## config.mk

```make
export PLATFORM = sky130hd
export DESIGN_NAME = ebs_ctrl
export DESIGN_NICKNAME = d
export VERILOG_FILES = /design/src/rtl/ebs_pkg.sv /design/src/rtl/ebs_ctrl.sv
export SDC_FILE = /design/constraint.sdc
export NUM_CORES = 1
export LEC_CHECK = 0
export BUFFER_PORTS_ARGS = -buffer_cell sky130_fd_sc_hd__buf_2
export CAP_MARGIN = 20
export CORE_AREA = 2 2 39 41
export CTS_BUF_LIST = sky130_fd_sc_hd__clkbuf_4 sky130_fd_sc_hd__clkbuf_8
export DETAILED_ROUTE_END_ITERATION = 10
export DIE_AREA = 0 0 41 43
export GPL_TIMING_DRIVEN = 0
export MAX_ROUTING_LAYER = met4
export PLACE_DENSITY = 0.56
export SLEW_MARGIN = 20
export SYNTH_ARGS = -nofsm -noshare
export SYNTH_HDL_FRONTEND = slang
export SYNTH_SLANG_ARGS = --single-unit
```

## constraint.sdc

```tcl
create_clock -name clk -period 1.7 [get_ports clk]
set_input_delay 0.34 -clock clk [delete_from_list [all_inputs] [get_ports clk]]
set_output_delay 0.34 -clock clk [all_outputs]
set_load 0.05 [all_outputs]
```

## src/rtl/ebs_pkg.sv

```systemverilog
// Shared types and constants of the embedding-bag sum engine.
package ebs_pkg;

    localparam logic [1:0] MODE_WRITE = 2'd0;
    localparam logic [1:0] MODE_ADD   = 2'd1;
    localparam logic [1:0] MODE_EMIT  = 2'd2;

    localparam logic REG_ROW_LENGTH  = 1'b0;
    localparam logic REG_ROWS_IN_USE = 1'b1;

    localparam int LEN_W      = 7;
    localparam int ROWS_W     = 13;
    localparam int ROW_W      = 12;
    localparam int COL_PORT_W = 6;
    localparam int VALUE_W    = 16;
    localparam int SUM_W      = 32;
    localparam int ADDR_W     = 3;
    localparam int DATA_W     = 32;

    localparam logic [LEN_W-1:0]  ROW_LENGTH_RST  = 7'd64;
    localparam logic [ROWS_W-1:0] ROWS_IN_USE_RST = 13'd4096;

    typedef struct packed {
        logic tbl_write;
        logic latch_row;
        logic set_bad;
        logic col_clr;
        logic col_inc;
        logic acc_rd;
        logic out_load;
        logic bag_clear;
    } cmd_t;

    typedef struct packed {
        logic idx_bad;
        logic col_last;
        logic out_free;
    } status_t;

endpackage

```

## src/rtl/ebs_ctrl.sv

```systemverilog
// Controller state machine: request decode and column sequencing.
module ebs_ctrl (
    input  logic             clk,
    input  logic             rst_n,
    input  logic             in_valid,
    input  logic [1:0]       mode,
    output logic             in_ready,
    input  ebs_pkg::status_t status,
    output ebs_pkg::cmd_t    cmd
);

    typedef enum logic [4:0] {
        S_IDLE    = 5'b00001,
        S_ACC     = 5'b00010,
        S_DRAIN   = 5'b00100,
        S_EMIT_RD = 5'b01000,
        S_EMIT_LD = 5'b10000
    } state_t;

    state_t state_reg;
    state_t state_next;

    assign in_ready = (state_reg == S_IDLE);

    always_comb
    begin
        state_next = state_reg;
        cmd        = '0;
        unique case (state_reg)
            S_IDLE:
            begin
                if (in_valid)
                begin
                    unique case (mode)
                        ebs_pkg::MODE_WRITE:
                        begin
                            cmd.tbl_write = 1'b1;
                        end
                        ebs_pkg::MODE_ADD:
                        begin
                            if (status.idx_bad)
                            begin
                                cmd.set_bad = 1'b1;
                            end
                            else
                            begin
                                cmd.latch_row = 1'b1;
                                cmd.col_clr   = 1'b1;
                                state_next    = S_ACC;
                            end
                        end
                        ebs_pkg::MODE_EMIT:
                        begin
                            cmd.col_clr = 1'b1;
                            state_next  = S_EMIT_RD;
                        end
                        default:
                        begin
                            // unused mode: drop the request
                        end
                    endcase
                end
            end
            S_ACC:
            begin
                cmd.acc_rd = 1'b1;
                if (status.col_last)
                begin
                    cmd.col_clr = 1'b1;
                    state_next  = S_DRAIN;
                end
                else
                begin
                    cmd.col_inc = 1'b1;
                end
            end
            S_DRAIN:
            begin
                // last column write-back completes here
                state_next = S_IDLE;
            end
            S_EMIT_RD:
            begin
                state_next = S_EMIT_LD;
            end
            S_EMIT_LD:
            begin
                if (status.out_free)
                begin
                    cmd.out_load = 1'b1;
                    if (status.col_last)
                    begin
                        cmd.bag_clear = 1'b1;
                        cmd.col_clr   = 1'b1;
                        state_next    = S_IDLE;
                    end
                    else
                    begin
                        cmd.col_inc = 1'b1;
                        state_next  = S_EMIT_RD;
                    end
                end
            end
            default:
            begin
                state_next = S_IDLE;
            end
        endcase
    end

    always_ff @(posedge clk or negedge rst_n)
    begin
        if (!rst_n)
        begin
            state_reg <= S_IDLE;
        end
        else
        begin
            state_reg <= state_next;
        end
    end

endmodule

```

# ---- After elaboration in Yosys (flattened, before gate mapping)
# Index checks and enable logic that the tools add are counted.
dict set report classes {
  n_addsub 0
  n_mul 0
  n_div 0
  magnitude_cmp 0
  n_eq_ne 11
  shifts 0
  mux 22
  n_bitwise 0
  n_reduce_logical 2
}
# op count
set op_table {}
lappend op_table {{5-bit 2-to-1 mux} 4}
lappend op_table {{5-bit one-hot mux with 4 select lines} 1}
lappend op_table {{5-bit one-hot mux with 2 select lines} 1}
lappend op_table {{2-bit 2-to-1 mux} 4}
lappend op_table {{4-bit 2-to-1 mux} 2}
lappend op_table {{1-bit 2-to-1 mux} 6}
lappend op_table {{2-bit != test, second input constant} 3}
lappend op_table {{5-bit by 1-bit equality test with 1-bit output, second input constant} 1}
lappend op_table {{5-bit by 2-bit equality test with 1-bit output, second input constant} 1}
lappend op_table {{5-bit by 4-bit equality test with 1-bit output, second input constant} 1}
lappend op_table {{5-bit equality test, second input constant} 1}
lappend op_table {{5-bit AND reduction} 1}
lappend op_table {{1-bit one-hot mux with 2 select lines} 2}
lappend op_table {{3-bit 2-to-1 mux} 1}
lappend op_table {{3-bit by 1-bit != test with 1-bit output, second input constant} 1}
lappend op_table {{3-bit != test, second input constant} 1}
lappend op_table {{1-bit one-hot mux with 3 select lines} 1}
lappend op_table {{2-bit by 1-bit equality test with 1-bit output, second input constant} 1}
lappend op_table {{2-bit equality test, second input constant} 1}
lappend op_table {{2-bit zero test} 1}
dict set report totals {
  regBits 5
  latch_bits 0
  ram_bits 0
  rom_bits 0
  input_bits 8
  elab_cells 36
  memories 0
}

# ---- Longest topological paths before layout
# Gate-level depths: netlist (run 1).
dict set report depth {
  word_depth 4
  depth_mapped 6
}

# ---- Worst setup path after synthesis (run 1)
# No wires, ideal clock.
dict set report synth_timing {
  path_type {reg-to-output}
  start {reg state_reg[4]}
  end {out cmd[4] (netlist bit)}
  t_arrival_ns 1.886
  t_required_ns 1.360
  slack_ns -0.526
  path_stages_with_launch 6
  n_path_buf 1
  cell_sequence {dfrtp_1 nor3_2 and3b_1 buf_4 nand2_2 o22ai_1}
}
# item line_no
set synth_lines {}
lappend synth_lines {{start, declared} ebs_ctrl.sv:20} ;# state_t state_reg;
lappend synth_lines {{start signal, assigned} ebs_ctrl.sv:119} ;# state_reg <= state_next;
lappend synth_lines {{end, declared} ebs_ctrl.sv:9} ;# output ebs_pkg::cmd_t cmd

==> impl_results.rst, run 1 <==
.. list-table::
   :header-rows: 1

   * - Metric
     - Value
   * - Power per cell area
     - approximately 600 nW/um^2
   * - Cts bufs inserted
     - 3
   * - Die Width
     - 41 um
   * - Per-instance average area after synthesis
     - 8.19 sq um
   * - Final count of negative-setup-slack endpoints
     - 6
   * - Slowest stage cell, crit path
     - dfrtp_2
   * - Kind of end point of the critical path
     - output pin
   * - Worst vdd rail ir drop
     - 0.259 mV
   * - Period utilisation layout
     - 110%
   * - Delay contributed by the slowest stage of the critical path
     - 0.42 ns
   * - Number of flops mapped to enable cells by yosys
     - 0
   * - Total vias in the final route
     - just over 500
   * - Bufs on Longest Clock Path
     - 2
   * - Largest net degree at the start of global routing
     - 9
   * - DRT antenna net count
     - 0
   * - Max frequency
     - 533 MHz
   * - Post-synthesis sequential element count
     - 5
   * - Die Span Y
     - 43 um
   * - Routed metal-1 wire length
     - 540 um
   * - Path type of the worst setup path
     - reg -> out
   * - Clock insertion delay at the later pin of the skew report
     - 0.24 ns
   * - Most common cell type on the critical path
     - buf_6
   * - # DRC
     - 0
   * - Met3 routed WL
     - 41 um
   * - Setup repair after global routing missed its margin
     - true
   * - Remaining global-route overflow
     - 0
   * - Max-slew violation total from the final report
     - 0
   * - Average wire per cell in the routed design
     - 12.2 um
   * - Growth of design area from synthesis to finish
     - 84.2%
   * - Class of the most critical hold timing path
     - in -> reg
   * - Tightest slew margin relative to the limit
     - ~80%
   * - Cell-by-cell listing of the critical path
     - nor3_2 > and3b_1 > buf_6 > nand2_8 > o22ai_4 > buf_6
   * - Final min period
     - 1.88 ns
   * - Number of clock sinks
     - 5
   * - Count of input and output buffers
     - 16
   * - Detailed-routing iteration count for the pre-antenna-repair pass
     - 2
   * - Core Rows
     - 14
   * - Total die area
     - roughly 1800 sq um
   * - Diode count
     - 0
   * - Ratio of cells with drive above 1 in the final layout
     - about 58%
   * - Most common cell after layout, fill and taps aside
     - buf_4
   * - Vias per inst
     - 4.93
   * - Count of max-cap constraint violations
     - 0
   * - Global-route wire length before repair
     - roughly 1900 um
   * - Initial antenna violation count
     - 0
   * - Core region area
     - approximately 1400 sq um
   * - Final standard cell area without fillers
     - 830 sq um
   * - Setup TNS
     - -0.865 ns
   * - Count of H-tree levels built during CTS
     - 1
   * - Largest delay contributor family on the critical path
     - simple AND/OR/NAND/NOR gates
   * - GRT Overall Usage
     - 15.8%
   * - Measured slew at the worst slew-check pin
     - approximately 0.3 ns
   * - Status
     - finished, violations left
   * - Routability Congestion
     - 0.662
   * - Violations in the final reports
     - negative setup slack
   * - Async S/R FF share, synth
     - 100%
   * - Effective utilization at floorplan
     - 32.5%
   * - Final worst-path setup slack
     - -0.177 ns
   * - Leakage
     - 0.366 nW
   * - Total of fill cells in the finished design
     - 134
   * - Cells after Synth
     - 55
   * - TritonCTS clock tree
     - yes
   * - DRT Wirelength
     - 1250 um
   * - Arrival @ worst endpoint
     - roughly 1.5 ns
   * - Post-DP Area
     - 594 sq um
   * - Total buffers and inverters traversed by the critical path
     - 2
   * - Area of the mapped netlist
     - 450 sq um
   * - Number of global-route vias before repair
     - 453
   * - # nets final
     - 98
   * - Data required time at the worst endpoint
     - 1.36 ns
   * - YS warnings
     - 0
   * - Clock Root Buffer
     - clkbuf_4
   * - Clock skew
     - 0.00260 ns
   * - Post-Synthesis Net Count
     - 66
   * - Number of flip-flops under the largest register name
     - 5
   * - Top routing layer in use
     - met3
   * - Clock transition at the registers of the reported paths
     - 0.05 ns
   * - Most frequent cells in the layout
     - buf_4 (9), buf_2 (7), buf_6 (6), nand2_1 (6)
   * - Violation count after the first detailed-route iteration
     - 2
   * - Yosys cell types
     - 31
   * - Dominant register cell in the synthesized netlist
     - dfrtp_1
   * - Worst Setup Start Kind
     - flop
   * - Post-detailed-placement half-perimeter wirelength
     - 822 um
   * - Count of boundary I/O pins
     - 17
   * - Final hold violation count
     - 0
   * - Routed wire length on met2
     - 663 um
   * - CP Max Fanout
     - 4
   * - Sequential-to-total area share from yosys stat
     - between 20% and 30%
[metrics by stage]
stage	util, %	std cells	power, mW	setup slack (ns)	hold slack, ns
finish	59.9	102	0.497	-0.177	0.392
global placement	42.9	87	0.273	-0.0891	0.154
CTS	52.5	98	0.457	-0.171	0.385
global route	59.9	102	0.522	-0.222	0.396
floorplan	-	55	0.239	-0.108	0.0444
detailed placement	42.9	87	0.272	-0.0942	0.155
[synthesized netlist by cell type, drive strengths merged, types with 2 or more instances]
cell / count / share of area (%)
a21oi: 2 / 2.2
dfrtp: 4 / 22
ha: 3 / 8.3
inv: 3 / 2.5
nand2: 7 / 6.4
nand2b: 2 / 2.8
nand3: 2 / 2.2
nand3b: 2 / 3.3
nor2: 8 / 6.7
nor3: 2 / 3.3
o21ai: 2 / 2.2
or3: 2 / 3.9
[worst paths after layout]
path	startpoint	to	slack, ns	depth (start not counted)
min in group asynchronous	rst_n	state_reg[4]	0.44	2
setup / recovery	state_reg[4]	cmd[4]	-0.18	6
max in group asynchronous	rst_n	state_reg[0]	1.05	2
setup reg to reg	state_reg[3]	state_reg[1]	0.07	6
hold reg to reg	state_reg[2]	state_reg[4]	0.66	2
hold / removal	in_valid	state_reg[0]	0.39	2
[where the power goes]
| part | switching [mW] | internal (mW) | leakage (nW) |
|---|---|---|---|
| combinational | 0.110 | 0.0955 | 0.286 |
| clock | 0.0524 | 0.105 | 0.0184 |
| sequential | 0.00727 | 0.127 | 0.0610 |
| total | 0.169 | 0.327 | 0.366 |
[cells by family after synthesis]
group	share of synthesized area (%)
buffers and inverters	4.17
AO/OA/AOI/OAI	14.7
adder cells (fa/ha/maj)	8.33
flip-flops	28.1
AND/OR/NAND/NOR	44.7
[area by class of cell]
class	instances	area (sq um)	area share, %
tap	16	20.0	2.41
buffer	1	11.3	1.36
sequential	5	130	15.7
clock buffer	4	30.0	3.62
timing repair buffer	27	233	28.1
multi-input combinational	46	394	47.5
inverter	3	11.3	1.36
[per-layer routing]
| metal | vias to the layer above | global-route usage (%) |
|---|---|---|
| met4 | 0 | 6.00 |
| met2 | 12 | 25.3 |
| li1 | 254 | - |
| met3 | 0 | 1.57 |
| met5 | - | - |
| met1 | 237 | 19.6 |
[timing repair]
item / in CTS / in global routing
endpoints found under the hold margin: 4 / 0
hold buffers: 1 / 0
gates cloned: 0 / 0
pin swaps: 3 / 9
setup endpoints to repair: 9 / 10
setup buffers: 6 / 4
resized for setup: 17 / 19
Note: power is estimated with default switching activity, not from simulation.
==> inputs of run 2 (changes only) <==
- clock period: 1.7 -> 2.2 ns (I/O delays scaled with it)
==> impl_results.rst, run 2 (synthesis results as in run 1) <==
.. list-table::
   :header-rows: 1

   * - Metric
     - Value
   * - Violation count after the first detailed-route iteration
     - 8
   * - Max frequency
     - around 480 MHz
   * - Power per cell area
     - 515 nW/um^2
   * - Post-Place Setup Slack
     - 0.299 ns
   * - TritonCTS clock tree
     - yes
   * - Diode count
     - 0
   * - Final min period
     - 2.09 ns
   * - Total vias in the final route
     - 441
   * - Count of input and output buffers
     - 16
   * - Worst vdd rail ir drop
     - just under 0.3 mV
   * - Remaining global-route overflow
     - 0
   * - Arrival @ worst endpoint
     - roughly 1.7 ns
   * - Post-detailed-placement half-perimeter wirelength
     - between 800 and 900 um
   * - Clock insertion delay at the later pin of the skew report
     - around 0.24 ns
   * - Core region area
     - 1380 sq um
   * - Max-slew violation total from the final report
     - 0
   * - Initial antenna violation count
     - 0
   * - Most frequent cells in the layout
     - buf_2 (13), nor2_1 (8), nand2_1 (6), clkbuf_4 (6)
   * - Vias per inst
     - 4.79
   * - Worst Setup Start Kind
     - flop
   * - Number of clock sinks
     - 5
   * - Path type of the worst setup path
     - reg -> out
   * - Status
     - finished, final reports clean
   * - Count of max-cap constraint violations
     - 0
   * - Total die area
     - between 1500 and 2000 sq um
   * - Setup repair after global routing missed its margin
     - false
   * - Placed Cells
     - 87
   * - Final count of negative-setup-slack endpoints
     - 0
   * - GRT Overall Usage
     - 12.3%
   * - Number of global-route vias before repair
     - 368
   * - Die Span Y
     - roughly 43 um
   * - Number of flip-flops under the largest register name
     - 5
   * - Final standard cell area without fillers
     - 611 sq um
   * - Cts bufs inserted
     - 3
   * - Clock skew
     - 0.00260 ns
   * - Setup TNS
     - 0 ns
   * - Growth of design area from synthesis to finish
     - 35.6%
   * - Clock transition at the registers of the reported paths
     - 0.04 ns
   * - Total of fill cells in the finished design
     - between 150 and 200
   * - DRT Wirelength
     - between 900 and 1000 um
   * - Kind of end point of the critical path
     - output pin
   * - Post-DP Area
     - around 560 sq um
   * - Ratio of cells with drive above 1 in the final layout
     - 40.8%
   * - Global-route wire length before repair
     - 1410 um
   * - Multi-input combinational cell area
     - 317 sq um
   * - Final Non-Filler Cells
     - 92
   * - Detailed-routing iteration count for the pre-antenna-repair pass
     - 4
   * - Number of setup buffers added after CTS
     - 0
   * - Tightest slew margin relative to the limit
     - around four fifths
   * - DRT antenna net count
     - 0
   * - Core Rows
     - 14
   * - Leakage
     - 0.292 nW
   * - Routability Congestion
     - 0.632
   * - Die Width
     - roughly 40 um
   * - CP Max Fanout
     - 9
   * - Worst hold slack across all endpoints
     - 0.424 ns
   * - Post-layout power
     - 314 uW
   * - Data required time at the worst endpoint
     - 1.76 ns
   * - Class of the most critical hold timing path
     - in -> reg
   * - Effective utilization at floorplan
     - between 30% and 40%
   * - Period utilisation layout
     - 95.0%
   * - Bufs on Longest Clock Path
     - 2
   * - Measured slew at the worst slew-check pin
     - 0.295 ns
   * - Util after Layout
     - 44.1%
   * - Clock Root Buffer
     - clkbuf_4
   * - # nets final
     - 88
   * - Final hold violation count
     - 0
   * - # DRC
     - 0
   * - Average wire per cell in the routed design
     - ~10 um
   * - Final worst-path setup slack
     - 0.110 ns
   * - Count of boundary I/O pins
     - 17
   * - Most common cell after layout, fill and taps aside
     - buf_2
   * - Count of H-tree levels built during CTS
     - 1
   * - Flip-flop and latch area
     - 128 sq um
   * - Largest net degree at the start of global routing
     - 10
==> run 2: worst max-delay path: stages, from the launching register on <==
cell and delay (ns):
dfrtp_2 0.44, nor3_2 0.22, and3b_1 0.18, buf_4 0.14, nand2_2 0.09, nor2_1 0.11, clkbuf_4 0.23
==> run 2: cell type report <==
class | count | share of cell area, %
clock buffers | 4 | 4.92
multi-input cells | 46 | 51.8
repair buffers | 17 | 16.0
well taps | 16 | 3.28
inverters | 3 | 1.84
flip-flops and latches | 5 | 20.9
plain buffers | 1 | 1.23
==> run 2: path summary, 6_finish.rpt <==
kind	startpoint	endpoint	slack, ns	cells past startpoint
max	state_reg[4]	cmd[5]	0.11	6
min	in_valid	state_reg[0]	0.42	2
max reg2reg	state_reg[1]	state_reg[3]	0.73	4
min reg2reg	state_reg[2]	state_reg[4]	0.62	2
max in group asynchronous	rst_n	state_reg[0]	1.45	2
min in group asynchronous	rst_n	state_reg[2]	0.54	2
==> run 2: where the power goes <==
group          switching (mW)  total [mW]  internal (mW)
clock                  0.0352       0.116         0.0807
sequential            0.00647       0.104         0.0978
combinational          0.0595      0.0941         0.0346
total                   0.101       0.314          0.213
==> run 2: per-layer routing <==
layer	vias up	track usage (%)	wire length, um
li1	235	-	-
met1	191	15.0	420
met2	15	18.1	450
met3	0	6.28	78
met4	0	2.00	0
met5	-	-	0
==> run 2: timing repair <==
item / CTS / global route
gates resized for setup: 0 / 5
hold buffers: 1 / 0
endpoints found under the setup margin: 0 / 3
hold endpoints to repair: 2 / 0
==> inputs of run 3 (changes only) <==
--- a/config.mk
+++ b/config.mk
@@ -15,4 +15,5 @@
 export MAX_ROUTING_LAYER = met4
 export PLACE_DENSITY = 0.56
+export REMOVE_ABC_BUFFERS = 1
 export SLEW_MARGIN = 20
 export SYNTH_ARGS = -nofsm -noshare
==> constraint.sdc (replaced) <==
create_clock -name clk -period 2.2 [get_ports clk]
set_input_delay 0.22 -clock clk [delete_from_list [all_inputs] [get_ports clk]]
set_output_delay 0.22 -clock clk [all_outputs]
set_load 0.05 [all_outputs]
==> impl_results.rst, run 3 (synthesis results as in run 1) <==
.. list-table::
   :header-rows: 1

   * - Metric
     - Value
   * - Max-slew violation total from the final report
     - 0
   * - DRT antenna net count
     - 0
   * - Class of the most critical hold timing path
     - in -> reg
   * - Tightest slew margin relative to the limit
     - roughly 75%
   * - Count of input and output buffers
     - 16
   * - Number of clock sinks
     - 5
   * - Status
     - finished, final reports clean
   * - Initial antenna violation count
     - 0
   * - Final standard cell area without fillers
     - 583 sq um
   * - Cts bufs inserted
     - 3
   * - Final Non-Filler Cells
     - 91
   * - Worst Setup Start Kind
     - flop
   * - Final count of negative-setup-slack endpoints
     - 0
   * - Setup crit end
     - cmd[4]
   * - DRT Wirelength
     - 951 um
   * - Number of global-route vias before repair
     - 404
   * - Path type of the worst setup path
     - reg -> out
   * - Count of max-cap constraint violations
     - 0
   * - TritonCTS clock tree
     - yes
   * - Top routing layer in use
     - met3
   * - Setup repair after global routing missed its margin
     - false
   * - Met3 routed WL
     - 34 um
   * - Total of fill cells in the finished design
     - around 150
   * - Total die area
     - between 1500 and 2000 sq um
   * - Data required time at the worst endpoint
     - around 2.0 ns
   * - Count of H-tree levels built during CTS
     - 1
   * - Routed wire length on met2
     - 477 um
   * - Power per cell area
     - 529 nW/um^2
   * - Slowest stage cell, crit path
     - dfrtp_1
   * - Core region area
     - 1380 sq um
   * - Period utilisation layout
     - 90.0%
   * - Worst vdd rail ir drop
     - between 0.2 and 0.3 mV
   * - Number of setup buffers added after CTS
     - 0
   * - Flip-flop and latch area
     - 126 sq um
   * - Largest net degree at the start of global routing
     - 10
   * - Worst hold slack across all endpoints
     - 0.182 ns
   * - Effective utilization at floorplan
     - 32.5%
   * - Clock insertion delay at the later pin of the skew report
     - 0.24 ns
   * - Diode count
     - 0
   * - Ratio of cells with drive above 1 in the final layout
     - 36.0%
   * - Violation count after the first detailed-route iteration
     - 6
   * - Cell-by-cell listing of the critical path
     - nor3_2 > and3b_1 > nand2_2 > o22ai_1 > buf_2
   * - Die Width
     - 41 um
   * - Worst reg2reg endpoint
     - state_reg[3]
   * - Final hold violation count
     - 0
   * - Switching share of power
     - 32.8%
   * - GRT Overall Usage
     - 13.5%
   * - Routed metal-1 wire length
     - 438 um
   * - P_sw
     - around 100 uW
   * - Kind of end point of the critical path
     - output pin
   * - Clock Root Buffer
     - clkbuf_4
   * - Worst reg2reg startpoint
     - state_reg[1]
   * - Worst reg2reg setup slack
     - 0.73 ns
   * - Growth of design area from synthesis to finish
     - 29.4%
   * - Final worst-path setup slack
     - 0.219 ns
   * - Most common cell after layout, fill and taps aside
     - buf_2
   * - Delay contributed by the slowest stage of the critical path
     - 0.45 ns
   * - Internal power consumption
     - between 200 and 250 uW
   * - Post-detailed-placement half-perimeter wirelength
     - 764 um
   * - Detailed-routing iteration count for the pre-antenna-repair pass
     - 2
   * - Post-Place Setup Slack
     - ~0.47 ns
   * - Remaining global-route overflow
     - 0
   * - Number of flip-flops under the largest register name
     - 5
   * - Clock transition at the registers of the reported paths
     - 0.05 ns
   * - Post-layout power
     - 309 uW
   * - Total vias in the final route
     - 447
   * - Placed Cells
     - 86
   * - Final min period
     - 1.98 ns
   * - Post-DP Area
     - 543 sq um
   * - Measured slew at the worst slew-check pin
     - 0.377 ns
   * - Average wire per cell in the routed design
     - 10.5 um
   * - Clock power share
     - 38.4%
   * - Die Span Y
     - 43 um
   * - Routability Congestion
     - 0.701
   * - CP Max Fanout
     - 9
   * - # nets final
     - 87
   * - # DRC
     - 0
   * - Max frequency
     - ~500 MHz
   * - Leakage
     - 0.289 nW
   * - Arrival @ worst endpoint
     - between 1.5 and 2 ns
   * - Sequential Power Share
     - 33.8%
   * - Count of boundary I/O pins
     - 17
   * - Worst setup path startpoint
     - state_reg[4]
   * - Vias per inst
     - 4.91
   * - Combinational Power Share
     - 27.8%
   * - Global-route wire length before repair
     - 1600 um
   * - Worst reg-to-reg path cell count
     - 4
   * - Most frequent cells in the layout
     - buf_2 (16), nor2_1 (8), nand2_1 (6)
   * - Multi-input combinational cell area
     - between 300 and 400 sq um
   * - Core Rows
     - 14
   * - Bufs on Longest Clock Path
     - 2
   * - Clock skew
     - 0.00295 ns
## run 3: power by group through the flow
| stage | combinational (mW) | clock (mW) | sequential (mW) |
|---|---|---|---|
| 2_1_floorplan | 0.0623 | 0 | 0.104 |
| 3_5_place_dp | 0.0852 | 0 | 0.106 |
| 5_1_grt | 0.0939 | 0.131 | 0.105 |
| 3_3_place_gp | 0.0843 | 0 | 0.106 |
| 6_report | 0.0859 | 0.118 | 0.104 |
| 4_1_cts | 0.0870 | 0.123 | 0.104 |
## run 3: worst min path at each step
stage              endpoint  cells past startpoint  slack, ns      from
4_1_cts        state_reg[0]                      2       0.17  in_valid
5_1_grt        state_reg[0]                      2       0.18  in_valid
2_1_floorplan  state_reg[1]                      0      -0.08     rst_n
3_3_place_gp   state_reg[3]                      1       0.03     rst_n
3_5_place_dp   state_reg[3]                      1       0.04     rst_n
6_report       state_reg[0]                      2       0.18  in_valid
## run 3: critical path: cells and delay by family, from the launching register on
family	cells	cell delay, ns
simple gates	3	0.64
flops	1	0.45
compound gates	1	0.14
buf+inv	1	0.28
## run 3: stage by stage
step | utilization, % | setup TNS (ns)
2_1_floorplan | - | -0.320
3_3_place_gp | 39.2 | 0
3_5_place_dp | 39.2 | 0
4_1_cts | 42.1 | 0
5_1_grt | 42.1 | 0
6_report | 42.1 | 0
## run 3: metal layers
layer  GRT usage (%)  vias up
met4            6.00        0
met1            16.7      203
li1                -      233
met5               -        -
met3            3.14        0
met2            20.3       11
## run 3: timing repair
action | in CTS | in global routing
hold buffers | 1 | 0
endpoints found under the hold margin | 5 | 0
gates resized for setup | 0 | 0
## run 3: layout make-up
cell class,count,share of cell area [%]
Clock buffer,4,5.15
Sequential cell,5,21.7
Inverter,3,1.93
Tap cell,16,3.43
Timing Repair Buffer,17,15.5
Multi-Input combinational cell,46,52.4
